[src/dda_line_rasterizer_unit_defines.svh]
// Assertion macros for the DDA line rasterizer.
// Used by the top level only; expects clk and arst_n in scope.
`ifndef DDA_LINE_RASTERIZER_UNIT_DEFINES_SVH
`define DDA_LINE_RASTERIZER_UNIT_DEFINES_SVH

// same-cycle implication
`define DLR_ASSERT_NOW(lbl, ante, cons, msg) \
	lbl: assert property (@(posedge clk) disable iff (!arst_n) (ante) |-> (cons)) else $error(msg);

// next-cycle implication
`define DLR_ASSERT_NEXT(lbl, ante, cons, msg) \
	lbl: assert property (@(posedge clk) disable iff (!arst_n) (ante) |=> (cons)) else $error(msg);

`endif

[src/dlr_pkg.sv]
// Shared types and defaults for the DDA line rasterizer.
// No dependencies.
package dlr_pkg;

	localparam int COORD_BITS_DEF = 10;
	localparam int FRAC_BITS_DEF  = 16;
	localparam int MAX_SPAN_DEF   = 64;

	typedef enum logic [5:0] {
		ST_IDLE  = 6'b000001,
		ST_SETUP = 6'b000010,
		ST_CHECK = 6'b000100,
		ST_DIV   = 6'b001000,
		ST_FIX   = 6'b010000,
		ST_EMIT  = 6'b100000
	} dlr_state_t;

	// controller -> datapath
	typedef struct packed {
		logic load_in;   // capture segment endpoints
		logic setup;     // deltas, axis choice, endpoint swap
		logic div_start; // load divider, accumulator and point counter
		logic div_step;  // one quotient bit
		logic fix;       // apply sign to quotient
		logic emit_adv;  // point beat taken, step to next point
	} dlr_cmd_t;

	// datapath -> controller
	typedef struct packed {
		logic zero_len;
		logic div_done;
		logic last_pt;
	} dlr_stat_t;

endpackage

[src/dlr_ctrl.sv]
// Sequencer for the DDA line rasterizer.
// Depends on dlr_pkg.
module dlr_ctrl (
	input  logic           clk,
	input  logic           arst_n,
	input  logic           s_tvalid,
	output logic           s_tready,
	output logic           m_tvalid,
	input  logic           m_tready,
	input  dlr_pkg::dlr_stat_t stat,
	output dlr_pkg::dlr_cmd_t  cmd
);

	dlr_pkg::dlr_state_t state_q, state_nxt;

	always_ff @(posedge clk or negedge arst_n) begin
		if (!arst_n) begin
			state_q <= dlr_pkg::ST_IDLE;
		end else begin
			state_q <= state_nxt;
		end
	end

	assign s_tready = (state_q == dlr_pkg::ST_IDLE);
	assign m_tvalid = (state_q == dlr_pkg::ST_EMIT);

	always_comb begin
		state_nxt = state_q;
		cmd       = '0;
		case (state_q)
			dlr_pkg::ST_IDLE: begin
				if (s_tvalid) begin
					cmd.load_in = 1'b1;
					state_nxt   = dlr_pkg::ST_SETUP;
				end
			end
			dlr_pkg::ST_SETUP: begin
				cmd.setup = 1'b1;
				state_nxt = dlr_pkg::ST_CHECK;
			end
			dlr_pkg::ST_CHECK: begin
				// zero-length segment: no points
				if (stat.zero_len) begin
					state_nxt = dlr_pkg::ST_IDLE;
				end else begin
					cmd.div_start = 1'b1;
					state_nxt     = dlr_pkg::ST_DIV;
				end
			end
			dlr_pkg::ST_DIV: begin
				cmd.div_step = 1'b1;
				if (stat.div_done) begin
					state_nxt = dlr_pkg::ST_FIX;
				end
			end
			dlr_pkg::ST_FIX: begin
				cmd.fix   = 1'b1;
				state_nxt = dlr_pkg::ST_EMIT;
			end
			dlr_pkg::ST_EMIT: begin
				if (m_tready) begin
					cmd.emit_adv = 1'b1;
					if (stat.last_pt) begin
						state_nxt = dlr_pkg::ST_IDLE;
					end
				end
			end
			default: begin
				state_nxt = dlr_pkg::ST_IDLE;
			end
		endcase
	end

endmodule

[src/dlr_datapath.sv]
// Datapath of the DDA line rasterizer: setup, restoring divider, DDA stepper.
// Depends on dlr_pkg.
module dlr_datapath #(
	parameter int COORD_BITS = dlr_pkg::COORD_BITS_DEF,
	parameter int FRAC_BITS  = dlr_pkg::FRAC_BITS_DEF,
	parameter int MAX_SPAN   = dlr_pkg::MAX_SPAN_DEF
) (
	input  logic                  clk,
	input  dlr_pkg::dlr_cmd_t     cmd,
	output dlr_pkg::dlr_stat_t    stat,
	input  logic [COORD_BITS-1:0] start_x,
	input  logic [COORD_BITS-1:0] start_y,
	input  logic [COORD_BITS-1:0] end_x,
	input  logic [COORD_BITS-1:0] end_y,
	output logic [COORD_BITS-1:0] pixel_x,
	output logic [COORD_BITS-1:0] pixel_y,
	output logic                  truncated
);

	localparam int DVW = COORD_BITS + FRAC_BITS;
	localparam int DCW = $clog2(DVW + 1);
	localparam int SPW = $clog2(MAX_SPAN + 1);
	localparam int AW  = COORD_BITS + FRAC_BITS + 2;

	logic [COORD_BITS-1:0] sx_q, sy_q, ex_q, ey_q;
	logic [COORD_BITS-1:0] dmaj_q, admin_q, maj0_q, min0_q, majc_q;
	logic                  xmaj_q, mneg_q, trunc_q;
	logic [COORD_BITS:0]   rem_q;
	logic [DVW-1:0]        dvd_q;
	logic [DCW-1:0]        dcnt_q;
	logic [SPW-1:0]        left_q;
	logic signed [AW-1:0]  slope_q, acc_q;

	logic signed [COORD_BITS:0] dx, dy, ndx, ndy;
	logic [COORD_BITS-1:0]      adx, ady;
	logic                       xmaj;
	logic [COORD_BITS:0]        rem_sh, rem_sub;
	logic                       ge;
	logic signed [AW-1:0]       q_ext;
	logic                       over;
	logic [COORD_BITS-1:0]      minc;

	// setup: deltas and magnitudes
	always_comb begin
		dx   = $signed({1'b0, ex_q}) - $signed({1'b0, sx_q});
		dy   = $signed({1'b0, ey_q}) - $signed({1'b0, sy_q});
		ndx  = -dx;
		ndy  = -dy;
		adx  = dx[COORD_BITS] ? ndx[COORD_BITS-1:0] : dx[COORD_BITS-1:0];
		ady  = dy[COORD_BITS] ? ndy[COORD_BITS-1:0] : dy[COORD_BITS-1:0];
		xmaj = adx > ady;
	end

	// one restoring-division step
	always_comb begin
		rem_sh  = {rem_q[COORD_BITS-1:0], dvd_q[DVW-1]};
		ge      = rem_sh >= {1'b0, dmaj_q};
		rem_sub = rem_sh - {1'b0, dmaj_q};
		// quotient never exceeds 1.0, so FRAC_BITS+1 bits hold it
		q_ext   = AW'(dvd_q[FRAC_BITS:0]);
		over    = dmaj_q > COORD_BITS'(MAX_SPAN);
	end

	always_ff @(posedge clk) begin
		if (cmd.load_in) begin
			sx_q <= start_x;
			sy_q <= start_y;
			ex_q <= end_x;
			ey_q <= end_y;
		end
		if (cmd.setup) begin
			xmaj_q <= xmaj;
			// the minor delta's sign flips along with a swap, so its sign is dx^dy
			mneg_q <= dx[COORD_BITS] ^ dy[COORD_BITS];
			if (xmaj) begin
				dmaj_q  <= adx;
				admin_q <= ady;
				maj0_q  <= dx[COORD_BITS] ? ex_q : sx_q;
				min0_q  <= dx[COORD_BITS] ? ey_q : sy_q;
			end else begin
				dmaj_q  <= ady;
				admin_q <= adx;
				maj0_q  <= dy[COORD_BITS] ? ey_q : sy_q;
				min0_q  <= dy[COORD_BITS] ? ex_q : sx_q;
			end
		end
		if (cmd.div_start) begin
			rem_q   <= '0;
			dvd_q   <= {admin_q, {FRAC_BITS{1'b0}}};
			dcnt_q  <= DCW'(DVW);
			acc_q   <= AW'({min0_q, {FRAC_BITS{1'b0}}});
			majc_q  <= maj0_q;
			trunc_q <= over;
			left_q  <= over ? SPW'(MAX_SPAN) : dmaj_q[SPW-1:0];
		end
		if (cmd.div_step) begin
			rem_q  <= ge ? rem_sub : rem_sh;
			dvd_q  <= {dvd_q[DVW-2:0], ge};
			dcnt_q <= dcnt_q - DCW'(1);
		end
		if (cmd.fix) begin
			slope_q <= mneg_q ? -q_ext : q_ext;
		end
		if (cmd.emit_adv) begin
			acc_q  <= acc_q + slope_q;
			majc_q <= majc_q + COORD_BITS'(1);
			left_q <= left_q - SPW'(1);
		end
	end

	// floor(acc >> FRAC_BITS) masked to the coordinate width
	assign minc = acc_q[FRAC_BITS +: COORD_BITS];

	assign pixel_x   = xmaj_q ? majc_q : minc;
	assign pixel_y   = xmaj_q ? minc : majc_q;
	assign truncated = trunc_q;

	assign stat.zero_len = (dmaj_q == '0);
	assign stat.div_done = (dcnt_q == DCW'(1));
	assign stat.last_pt  = (left_q == SPW'(1));

endmodule

[src/dda_line_rasterizer_unit.sv]
// Channel  | Signals                          | Beat
// ---------+----------------------------------+-------------------------------------
// segment  | s_tvalid s_tready s_tdata        | start_x, start_y, end_x, end_y
// point    | m_tvalid m_tready m_tdata m_tlast m_tuser | pixel_x, pixel_y; tlast=last; tuser=truncated
//
// A segment passes setup and a restoring divider for the slope before its first point,
// then one point per cycle while m_tready is high; up to MAX_SPAN points. Zero-length
// segments return to idle with no points.
// One segment at a time: s_tready is high only when idle.
// Async active-low reset returns the sequencer to idle.
// Top level of the DDA line rasterizer; depends on dlr_pkg, dlr_ctrl, dlr_datapath.
`include "dda_line_rasterizer_unit_defines.svh"

module dda_line_rasterizer_unit #(
	parameter int COORD_BITS = dlr_pkg::COORD_BITS_DEF,
	parameter int FRAC_BITS  = dlr_pkg::FRAC_BITS_DEF,
	parameter int MAX_SPAN   = dlr_pkg::MAX_SPAN_DEF,
	localparam int IN_W      = ((4 * COORD_BITS + 7) / 8) * 8,
	localparam int OUT_W     = ((2 * COORD_BITS + 7) / 8) * 8
) (
	input  logic             clk,
	input  logic             arst_n,
	input  logic             s_tvalid,
	output logic             s_tready,
	input  logic [IN_W-1:0]  s_tdata,  // start_x, start_y, end_x, end_y
	output logic             m_tvalid,
	input  logic             m_tready,
	output logic [OUT_W-1:0] m_tdata,  // pixel_x, pixel_y
	output logic             m_tlast,
	output logic             m_tuser   // truncated
);

	dlr_pkg::dlr_cmd_t  cmd;
	dlr_pkg::dlr_stat_t stat;
	logic [COORD_BITS-1:0] pixel_x, pixel_y;

	dlr_ctrl u_ctrl (
		.clk      (clk),
		.arst_n   (arst_n),
		.s_tvalid (s_tvalid),
		.s_tready (s_tready),
		.m_tvalid (m_tvalid),
		.m_tready (m_tready),
		.stat     (stat),
		.cmd      (cmd)
	);

	dlr_datapath #(
		.COORD_BITS (COORD_BITS),
		.FRAC_BITS  (FRAC_BITS),
		.MAX_SPAN   (MAX_SPAN)
	) u_datapath (
		.clk       (clk),
		.cmd       (cmd),
		.stat      (stat),
		.start_x   (s_tdata[0*COORD_BITS +: COORD_BITS]),
		.start_y   (s_tdata[1*COORD_BITS +: COORD_BITS]),
		.end_x     (s_tdata[2*COORD_BITS +: COORD_BITS]),
		.end_y     (s_tdata[3*COORD_BITS +: COORD_BITS]),
		.pixel_x   (pixel_x),
		.pixel_y   (pixel_y),
		.truncated (m_tuser)
	);

	assign m_tdata = OUT_W'({pixel_y, pixel_x});
	assign m_tlast = stat.last_pt;

	`DLR_ASSERT_NOW(a_one_side, m_tvalid, !s_tready, "segment accepted while points pending")
	`DLR_ASSERT_NEXT(a_busy_after_accept, s_tvalid && s_tready, !s_tready && !m_tvalid,
		"sequencer did not enter setup after segment beat")
	`DLR_ASSERT_NEXT(a_done_after_last, m_tvalid && m_tready && m_tlast, !m_tvalid && s_tready,
		"points continue after last beat")

endmodule

[config.mk]
export PLATFORM = sky130hd
export DESIGN_NAME = dda_line_rasterizer_unit
export DESIGN_NICKNAME = d
export VERILOG_FILES = /design/src/dlr_pkg.sv /design/src/dlr_ctrl.sv /design/src/dlr_datapath.sv /design/src/dda_line_rasterizer_unit.sv
export VERILOG_INCLUDE_DIRS = /design/src /design/src/src
export SDC_FILE = /design/constraint.sdc
export NUM_CORES = 1
export LEC_CHECK = 0
export BUFFER_PORTS_ARGS = -buffer_cell sky130_fd_sc_hd__buf_2
export CORE_ASPECT_RATIO = 0.5
export CORE_MARGIN = 1.5
export CORE_UTILIZATION = 50
export DETAILED_ROUTE_END_ITERATION = 6
export PLACE_DENSITY = 0.7
export SYNTH_ARGS = -nofsm -noshare
export SYNTH_HDL_FRONTEND = slang
export SYNTH_SLANG_ARGS = --single-unit
[constraint.sdc]
create_clock -name clk -period 6.5 [get_ports clk]
set_clock_uncertainty 0.2 [all_clocks]
set_input_delay 1.3 -clock clk [delete_from_list [all_inputs] [get_ports clk]]
set_output_delay 1.3 -clock clk [all_outputs]
set_load 0.1 [all_outputs]
==> results of run 1 <==
-- metal layers --
layer	routed length, microns	up-vias	part of all wire, %	GRT usage [%]
met5	0	-	0	0
met1	12300	3922	49	30.9
li1	-	4014	-	-
met4	545	0	2.2	7.85
met2	11200	190	44	31.9
met3	1200	33	4.8	4.62
-- Yosys cell counts, types with 3 or more instances --
library cell  count
dfrtp_1           5
nand4b_1          7
fa_1              4
a211oi_1          5
xor2_1           33
o31ai_1          17
a21oi_1          44
and2_1           19
nor2b_1          11
a21o_1           19
nor2_1           56
xnor2_1          57
o21bai_1          6
clkbuf_1         24
a2111oi_0         3
nor3_1           16
nor4_1            5
o211ai_1          3
ha_1             73
and4b_1           3
mux2i_1          61
buf_4             4
o31a_1            3
a31oi_1           6
o21ai_0          62
inv_1            72
nand3_1          35
buf_1             4
or3_1             5
nand2_1         122
or2_2             4
and3_1           12
nand4_1           5
o21a_1            6
a31o_2            3
mux2_2           21
or4_1             3
edfxtp_1        193
nand2b_1          5
-- placed cells by master, fill, tap and decap left out, drive strengths merged, types with 18 or more instances in the layout --
cell type	count
mux2	21
xnor2	57
nand3	35
xor2	33
nand2	122
clkbuf	18
a21o	19
edfxtp	193
inv	77
and2	19
mux2i	61
a21oi	44
o21ai	63
buf	74
nor2	56
ha	73
-- path summary, 6_finish.rpt --
path	from	to	slack, ns	cells after the start
min in group asynchronous	arst_n	u_ctrl.state_q[2]	0.47	1
setup reg to reg	u_datapath.ey_q[0]	u_datapath.min0_q[5]	0.98	18
setup / recovery	u_datapath.ey_q[0]	u_datapath.min0_q[5]	0.98	18
max in group asynchronous	arst_n	u_ctrl.state_q[0]	5.41	1
hold reg to reg	u_datapath.dvd_q[18]	u_datapath.dvd_q[19]	0.32	2
hold / removal	u_datapath.dvd_q[18]	u_datapath.dvd_q[19]	0.32	2
-- final cells by class --
type                            instances  area (sq um)
Sequential cell                       199          5950
Tap cell                              307           384
Timing Repair Buffer                   74           388
Clock buffer                           18           429
Clock inverter                         14           145
Multi-Input combinational cell        768          5450
Inverter                               72           270
Fill cell                            1910          9970
-- through the flow --
stage / setup WS, ns / util [%]
after floorplan: 1.96 / -
after global placement: 1.19 / 54.1
after detailed placement: 1.06 / 54.1
after CTS: 1.03 / 56.6
after global routing: 0.652 / 56.6
final: 0.983 / 56.6
-- power by group --
group	total (W)	leakage (nW)	switching, W	internal [W]
clock network	0.00106	0.272	0.000493	0.000569
logic	0.00387	3.19	0.00231	0.00155
registers	0.00214	1.82	0.000168	0.00197
-- worst reg2reg max path: stages (launching register included) --
cell	delay (ns)
edfxtp_1	0.36
inv_1	0.10
ha_1	0.17
inv_1	0.06
fa_1	0.41
a21o_1	0.19
a2111o_1	0.41
a21o_1	0.20
a21o_1	0.20
a31o_4	0.41
a31oi_1	0.25
xor2_1	0.28
ha_1	0.30
a21o_1	0.18
a21oi_1	0.21
o211ai_1	0.14
nand2_2	0.70
buf_4	0.36
mux2i_1	0.24
-- cell families after synthesis --
kind of cell | Yosys count | share of synthesized area, %
DFF | 199 | 50.4
other | 1 | 0.0318
xor gates and xnor gates | 90 | 6.68
buffers and inverters | 107 | 3.62
adders and majority gates | 77 | 8.42
muxes | 82 | 7.18
AOI/OAI and AO/OA | 199 | 10.8
and+or+nand+nor | 316 | 12.9
==> flow_summary.json, run 1 <==
{
  "outcome": "finished clean",
  "path_max_fanout": 32,
  "die_w_microns": 220,
  "nNetsFinal": 1253,
  "power.leakage_nw": 5.28,
  "vias_per_cell": 5.62,
  "clock_path_buffers": 2,
  "grt_pass1_wl_microns": 40300,
  "placed_cell_area_sq_mm": 0.0124,
  "power_density_mw_per_mm2": 543,
  "avgSynthCellArea_sq_um": 11.0,
  "fp-row-count": 39,
  "syn_inst": 1071,
  "ys_ff_latch": 199,
  "hold_slack_ns": 0.316,
  "ys_types": 67,
  "hpwl_microns": 18500,
  "tightestPinTransition_ns": 1.18,
  "slew_headroom_pct": 20.8,
  "crit_type": "reg2reg",
  "num_vias": 8159,
  "irDropWorstVdd_v": 0.000570,
  "synthArstFlopShare_pct": 3.02,
  "cts_buffers": 17,
  "die_area_sq_mm": 0.0246,
  "track_usage_pct": 21.4,
  "antenna_found_initial": 0,
  "fin_crit_sh_pct": 84.9,
  "drv_slew": 0,
  "netlist_area_sq_mm": 0.0118,
  "worst-endpoint-required_ns": 6.59,
  "max_cap_violations": 0,
  "top_regs": "u_datapath.acc_q (26), u_datapath.dvd_q (26), u_datapath.slope_q (26)",
  "cp_common_cell": "a21o_1",
  "cts.sinks": 199,
  "first_pass_iters": 5,
  "initial_core_util_pct": 51.3,
  "critical_path.startpoint_type": "flip-flop",
  "cts_repair_resize_count": 0,
  "yosys_warnings": 0,
  "fin_tns_setup_ns": 0,
  "end_kind": "flip-flop",
  "root_buffer": "clkbuf_16",
  "synth_edf_count": 193,
  "overflow": 0,
  "cts_tree": "done",
  "drt_iter0_markers": 652,
  "clk_pin_slew_worst_paths_ns": 0.07,
  "gp_congestion": 0.903,
  "hold_violations": 0,
  "ctsHoldBuffers": 0,
  "setup_viol": 0,
  "ant_nets": 0,
  "yosysSeqAreaShare_pct": 50.4,
  "syn_to_final_growth_pct": 10.3,
  "total_power_w": 0.00707,
  "synth_top_flop_cell": "edfxtp_1",
  "synth_top_area_cell": "edfxtp_1",
  "post-route-min-period_ns": 5.52,
  "postCtsSetupRepairBufs": 0,
  "dp.cells": 1420,
  "grt_pass1_vias": 7701,
  "grt_max_degree": 53,
  "rsz0062_at_grt": "false",
  "pin_count": 72,
  "yosysTopAreaCellShare_pct": 49.1,
  "drcViolationCount": 0,
  "wl_per_cell_microns": 17.4,
  "fmax_mhz": 181,
  "slowest_delay_ns": 0.70,
  "antennaDiodeCount": 0,
  "drive_gt1_share_pct": 12.4,
  "dieHeight_microns": 112,
  "critPathSlowestCell": "nand2_2",
  "critical_path.cell_chain": "inv_1 > ha_1 > inv_1 > fa_1 > a21o_1 > a2111o_1 > a21o_1 > a21o_1 > a31o_4 > a31oi_1 > xor2_1 > ha_1 > a21o_1 > a21oi_1 > o211ai_1 > nand2_2 > buf_4 > mux2i_1",
  "hold_path.class": "reg2reg",
  "portBuffers": 67,
  "coreArea_sq_mm": 0.0230,
  "synth.area.top_cells": "edfxtp_1, ha_1, mux2i_1",
  "wirelength_microns": 25300,
  "fin_area_sq_mm": 0.0130,
  "fin_cells": 1452,
  "critPathBufInv": 3,
  "critPathTopFamily": "compound AO/OA/AOI/OAI gates",
  "clk-insertion-delay-late_ns": 0.45,
  "cp.arrival_ns": 5.61,
  "h-tree-depth": 4
}
Power figures use the tool's default switching activity.
==> run 2, diff against run 1 <==
--- a/config.mk
+++ b/config.mk
@@ -6,12 +6,13 @@
 export SDC_FILE = /design/constraint.sdc
 export NUM_CORES = 1
 export LEC_CHECK = 0
+export ABC_AREA = 1
 export BUFFER_PORTS_ARGS = -buffer_cell sky130_fd_sc_hd__buf_2
 export CORE_ASPECT_RATIO = 0.5
 export CORE_MARGIN = 1.5
 export CORE_UTILIZATION = 50
 export DETAILED_ROUTE_END_ITERATION = 6
-export PLACE_DENSITY = 0.7
+export PLACE_DENSITY = 0.69
 export SYNTH_ARGS = -nofsm -noshare
 export SYNTH_HDL_FRONTEND = slang
 export SYNTH_SLANG_ARGS = --single-unit
==> constraint.sdc (replaced) <==
create_clock -name clk -period 5.44 [get_ports clk]
set_clock_uncertainty 0.2 [all_clocks]
set_input_delay 1.088 -clock clk [delete_from_list [all_inputs] [get_ports clk]]
set_output_delay 1.088 -clock clk [all_outputs]
set_load 0.1 [all_outputs]
==> flow_summary.json, run 2 <==
{
  "ys_ff_latch": 199,
  "root_buffer": "clkbuf_16",
  "outcome": "finished clean",
  "critPathSlowestCell": "fa_1",
  "die_w_microns": 227,
  "hold_violations": 0,
  "yosys_warnings": 0,
  "synth_top_flop_cell": "edfxtp_1",
  "vias_per_cell": 5.38,
  "yosysTopAreaCellShare_pct": 46.3,
  "wl_per_cell_microns": 15.6,
  "track_usage_pct": 23.8,
  "gp_congestion": 0.936,
  "cp.arrival_ns": 4.87,
  "cp_common_cell": "nand2_1",
  "pin_count": 72,
  "final_cell_mix": "nand2_1, inv_1, edfxtp_1",
  "cts_tree": "done",
  "grt_max_degree": 49,
  "drv_slew": 0,
  "worst-endpoint-required_ns": 5.56,
  "first_pass_iters": 6,
  "synth.area.top_cells": "edfxtp_1, nand2_1, ha_1",
  "hpwl_microns": 22100,
  "synth_edf_count": 193,
  "dieHeight_microns": 115,
  "cts.sinks": 199,
  "rsz0062_at_grt": "false",
  "max_cap_violations": 0,
  "drt_iter0_markers": 831,
  "cts_buffers": 17,
  "avgSynthCellArea_sq_um": 8.44,
  "nNetsFinal": 1663,
  "irDropWorstVdd_v": 0.000579,
  "slew_headroom_pct": 17.6,
  "syn_to_final_growth_pct": 10.2,
  "power_density_mw_per_mm2": 659,
  "synthArstFlopShare_pct": 3.02,
  "syn_inst": 1485,
  "clk_pin_slew_worst_paths_ns": 0.07,
  "grt_pass1_wl_microns": 47900,
  "clock_path_buffers": 2,
  "post-route-min-period_ns": 4.74,
  "ant_nets": 0,
  "wirelength_microns": 29500,
  "critical_path.cell_chain": "inv_1 > ha_1 > inv_1 > fa_1 > nand2_1 > nand3_1 > nand3_1 > nand2_1 > nand2_1 > nand2_2 > inv_2 > o21ai_0 > xor2_1 > inv_1 > ha_1 > nand2_1 > nor3_1 > o21ai_0 > o211ai_1 > nand2_1 > inv_1 > buf_4 > o211ai_1 > nand2_1",
  "antennaDiodeCount": 0,
  "die_area_sq_mm": 0.0261,
  "critPathTopFamily": "simple AND/OR/NAND/NOR gates",
  "end_kind": "flip-flop",
  "initial_core_util_pct": 51.6,
  "layout_commonest_cell": "nand2_1",
  "fin_crit_sh_pct": 87.2,
  "yosysSeqAreaShare_pct": 47.5,
  "critical_path.startpoint_type": "flip-flop",
  "fillers": 2142,
  "overflow": 0,
  "top_regs": "u_datapath.acc_q (26), u_datapath.dvd_q (26), u_datapath.slope_q (26)",
  "cts_repair_resize_count": 0,
  "fin_tns_setup_ns": 0,
  "clk-insertion-delay-late_ns": 0.46,
  "num_vias": 10200,
  "yosys-top-cells-count": "nand2_1, inv_1, edfxtp_1",
  "path_max_fanout": 38,
  "grt_pass1_vias": 9606,
  "setup_viol": 0,
  "slowest_delay_ns": 0.41,
  "fmax_mhz": 211,
  "portBuffers": 67,
  "drive_gt1_share_pct": 8.17,
  "dp.cells": 1859,
  "tightestPinTransition_ns": 1.24,
  "drcViolationCount": 0,
  "netlist_area_sq_mm": 0.0125,
  "ys_types": 41,
  "crit_type": "reg2reg",
  "power.leakage_nw": 6.13,
  "antenna_found_initial": 0,
  "hold_path.class": "in2async",
  "total_power_w": 0.00910,
  "critPathBufInv": 6,
  "synth_most_common_cell": "nand2_1",
  "coreArea_sq_mm": 0.0243,
  "synth_top_area_cell": "edfxtp_1",
  "fp-row-count": 40,
  "h-tree-depth": 4,
  "fin_cells": 1891,
  "ctsHoldBuffers": 0,
  "postCtsSetupRepairBufs": 0
}
[run 2: cell count changes in the layout (fill, tap and decap cells not counted), sizes merged, moves of 38 or more]
cell,change
nand2,+276
inv,+129
nor2,+63
mux2i,-61
xnor2,-47
a21oi,+43
o211ai,+39
nand3,+38
[run 2: final timing paths]
kind                            slack (ns)  cells past startpoint           startpoint                    end
worst max register to register        0.70                     24   u_datapath.ey_q[0]   u_datapath.maj0_q[5]
min in group clk                      0.27                      0  u_datapath.dvd_q[0]  u_datapath.slope_q[0]
worst max-delay path                  0.70                     24   u_datapath.ey_q[0]   u_datapath.maj0_q[5]
worst min-delay path                  0.24                      1               arst_n      u_ctrl.state_q[2]
worst min register to register        0.27                      0  u_datapath.dvd_q[0]  u_datapath.slope_q[0]
max in group asynchronous             4.58                      1               arst_n      u_ctrl.state_q[0]
[run 2: layer usage]
layer  global-route usage (%)  vias up  share of wire [%]
met1                     32.6     4679                 47
met2                     38.7      330                 45
met4                     8.62        0                2.3
met3                     3.81       47                5.5
li1                         -     5111                  -
met5                        0        -                  0
[run 2: final cells by class]
type	instances	area, sq um	area share (%)
Sequential cell	199	5950	43.1
Inverter	203	762	5.52
Clock inverter	14	198	1.43
Timing Repair Buffer	76	403	2.92
Multi-Input combinational cell	1045	5650	40.9
Tap cell	336	420	3.05
Clock buffer	18	429	3.11
[run 2: through the flow]
step | setup slack [ns] | area (sq um) | utilization, % | hold WS (ns)
finish | 0.696 | 13800 | 56.9 | 0.240
global route | 0.190 | 13800 | 56.9 | 0.235
CTS | 0.704 | 13800 | 56.9 | 0.226
floorplan | 0.427 | 12500 | - | 0.226
global placement | 0.834 | 13200 | 54.3 | 0.243
detailed placement | 0.723 | 13200 | 54.3 | 0.259
[run 2: worst reg2reg max path, stage by stage, from the launching register on]
cell      delay [ns]
edfxtp_1        0.35
inv_1           0.12
ha_1            0.17
inv_1           0.08
fa_1            0.41
nand2_1         0.10
nand3_1         0.11
nand3_1         0.11
nand2_1         0.08
nand2_1         0.07
nand2_2         0.10
inv_2           0.17
o21ai_0         0.13
xor2_1          0.31
inv_1           0.08
ha_1            0.30
nand2_1         0.07
nor3_1          0.22
o21ai_0         0.13
o211ai_1        0.11
nand2_1         0.32
inv_1           0.18
buf_4           0.38
o211ai_1        0.20
nand2_1         0.10
[run 2: kinds of logic (layout without fill, tap and decap cells)]
| family | Yosys count | after routing | synth area share (%) |
|---|---|---|---|
| AND/OR/NAND/NOR | 664 | 664 | 22.1 |
| AO/OA/AOI/OAI | 257 | 257 | 11.7 |
| buffers and inverters | 244 | 311 | 7.77 |
| flip-flops | 199 | 199 | 47.5 |
| adder cells (fa/ha/maj) | 77 | 77 | 7.93 |
| XOR/XNOR | 43 | 43 | 3.01 |
| other | 1 | 4 | 0.0299 |
[run 2: power by group]
group	total [W]	internal (W)	switching, W
Clock	0.00138	0.000775	0.000603
Sequential	0.00270	0.00246	0.000244
Combinational	0.00502	0.00151	0.00351
Total	0.00910	0.00475	0.00435
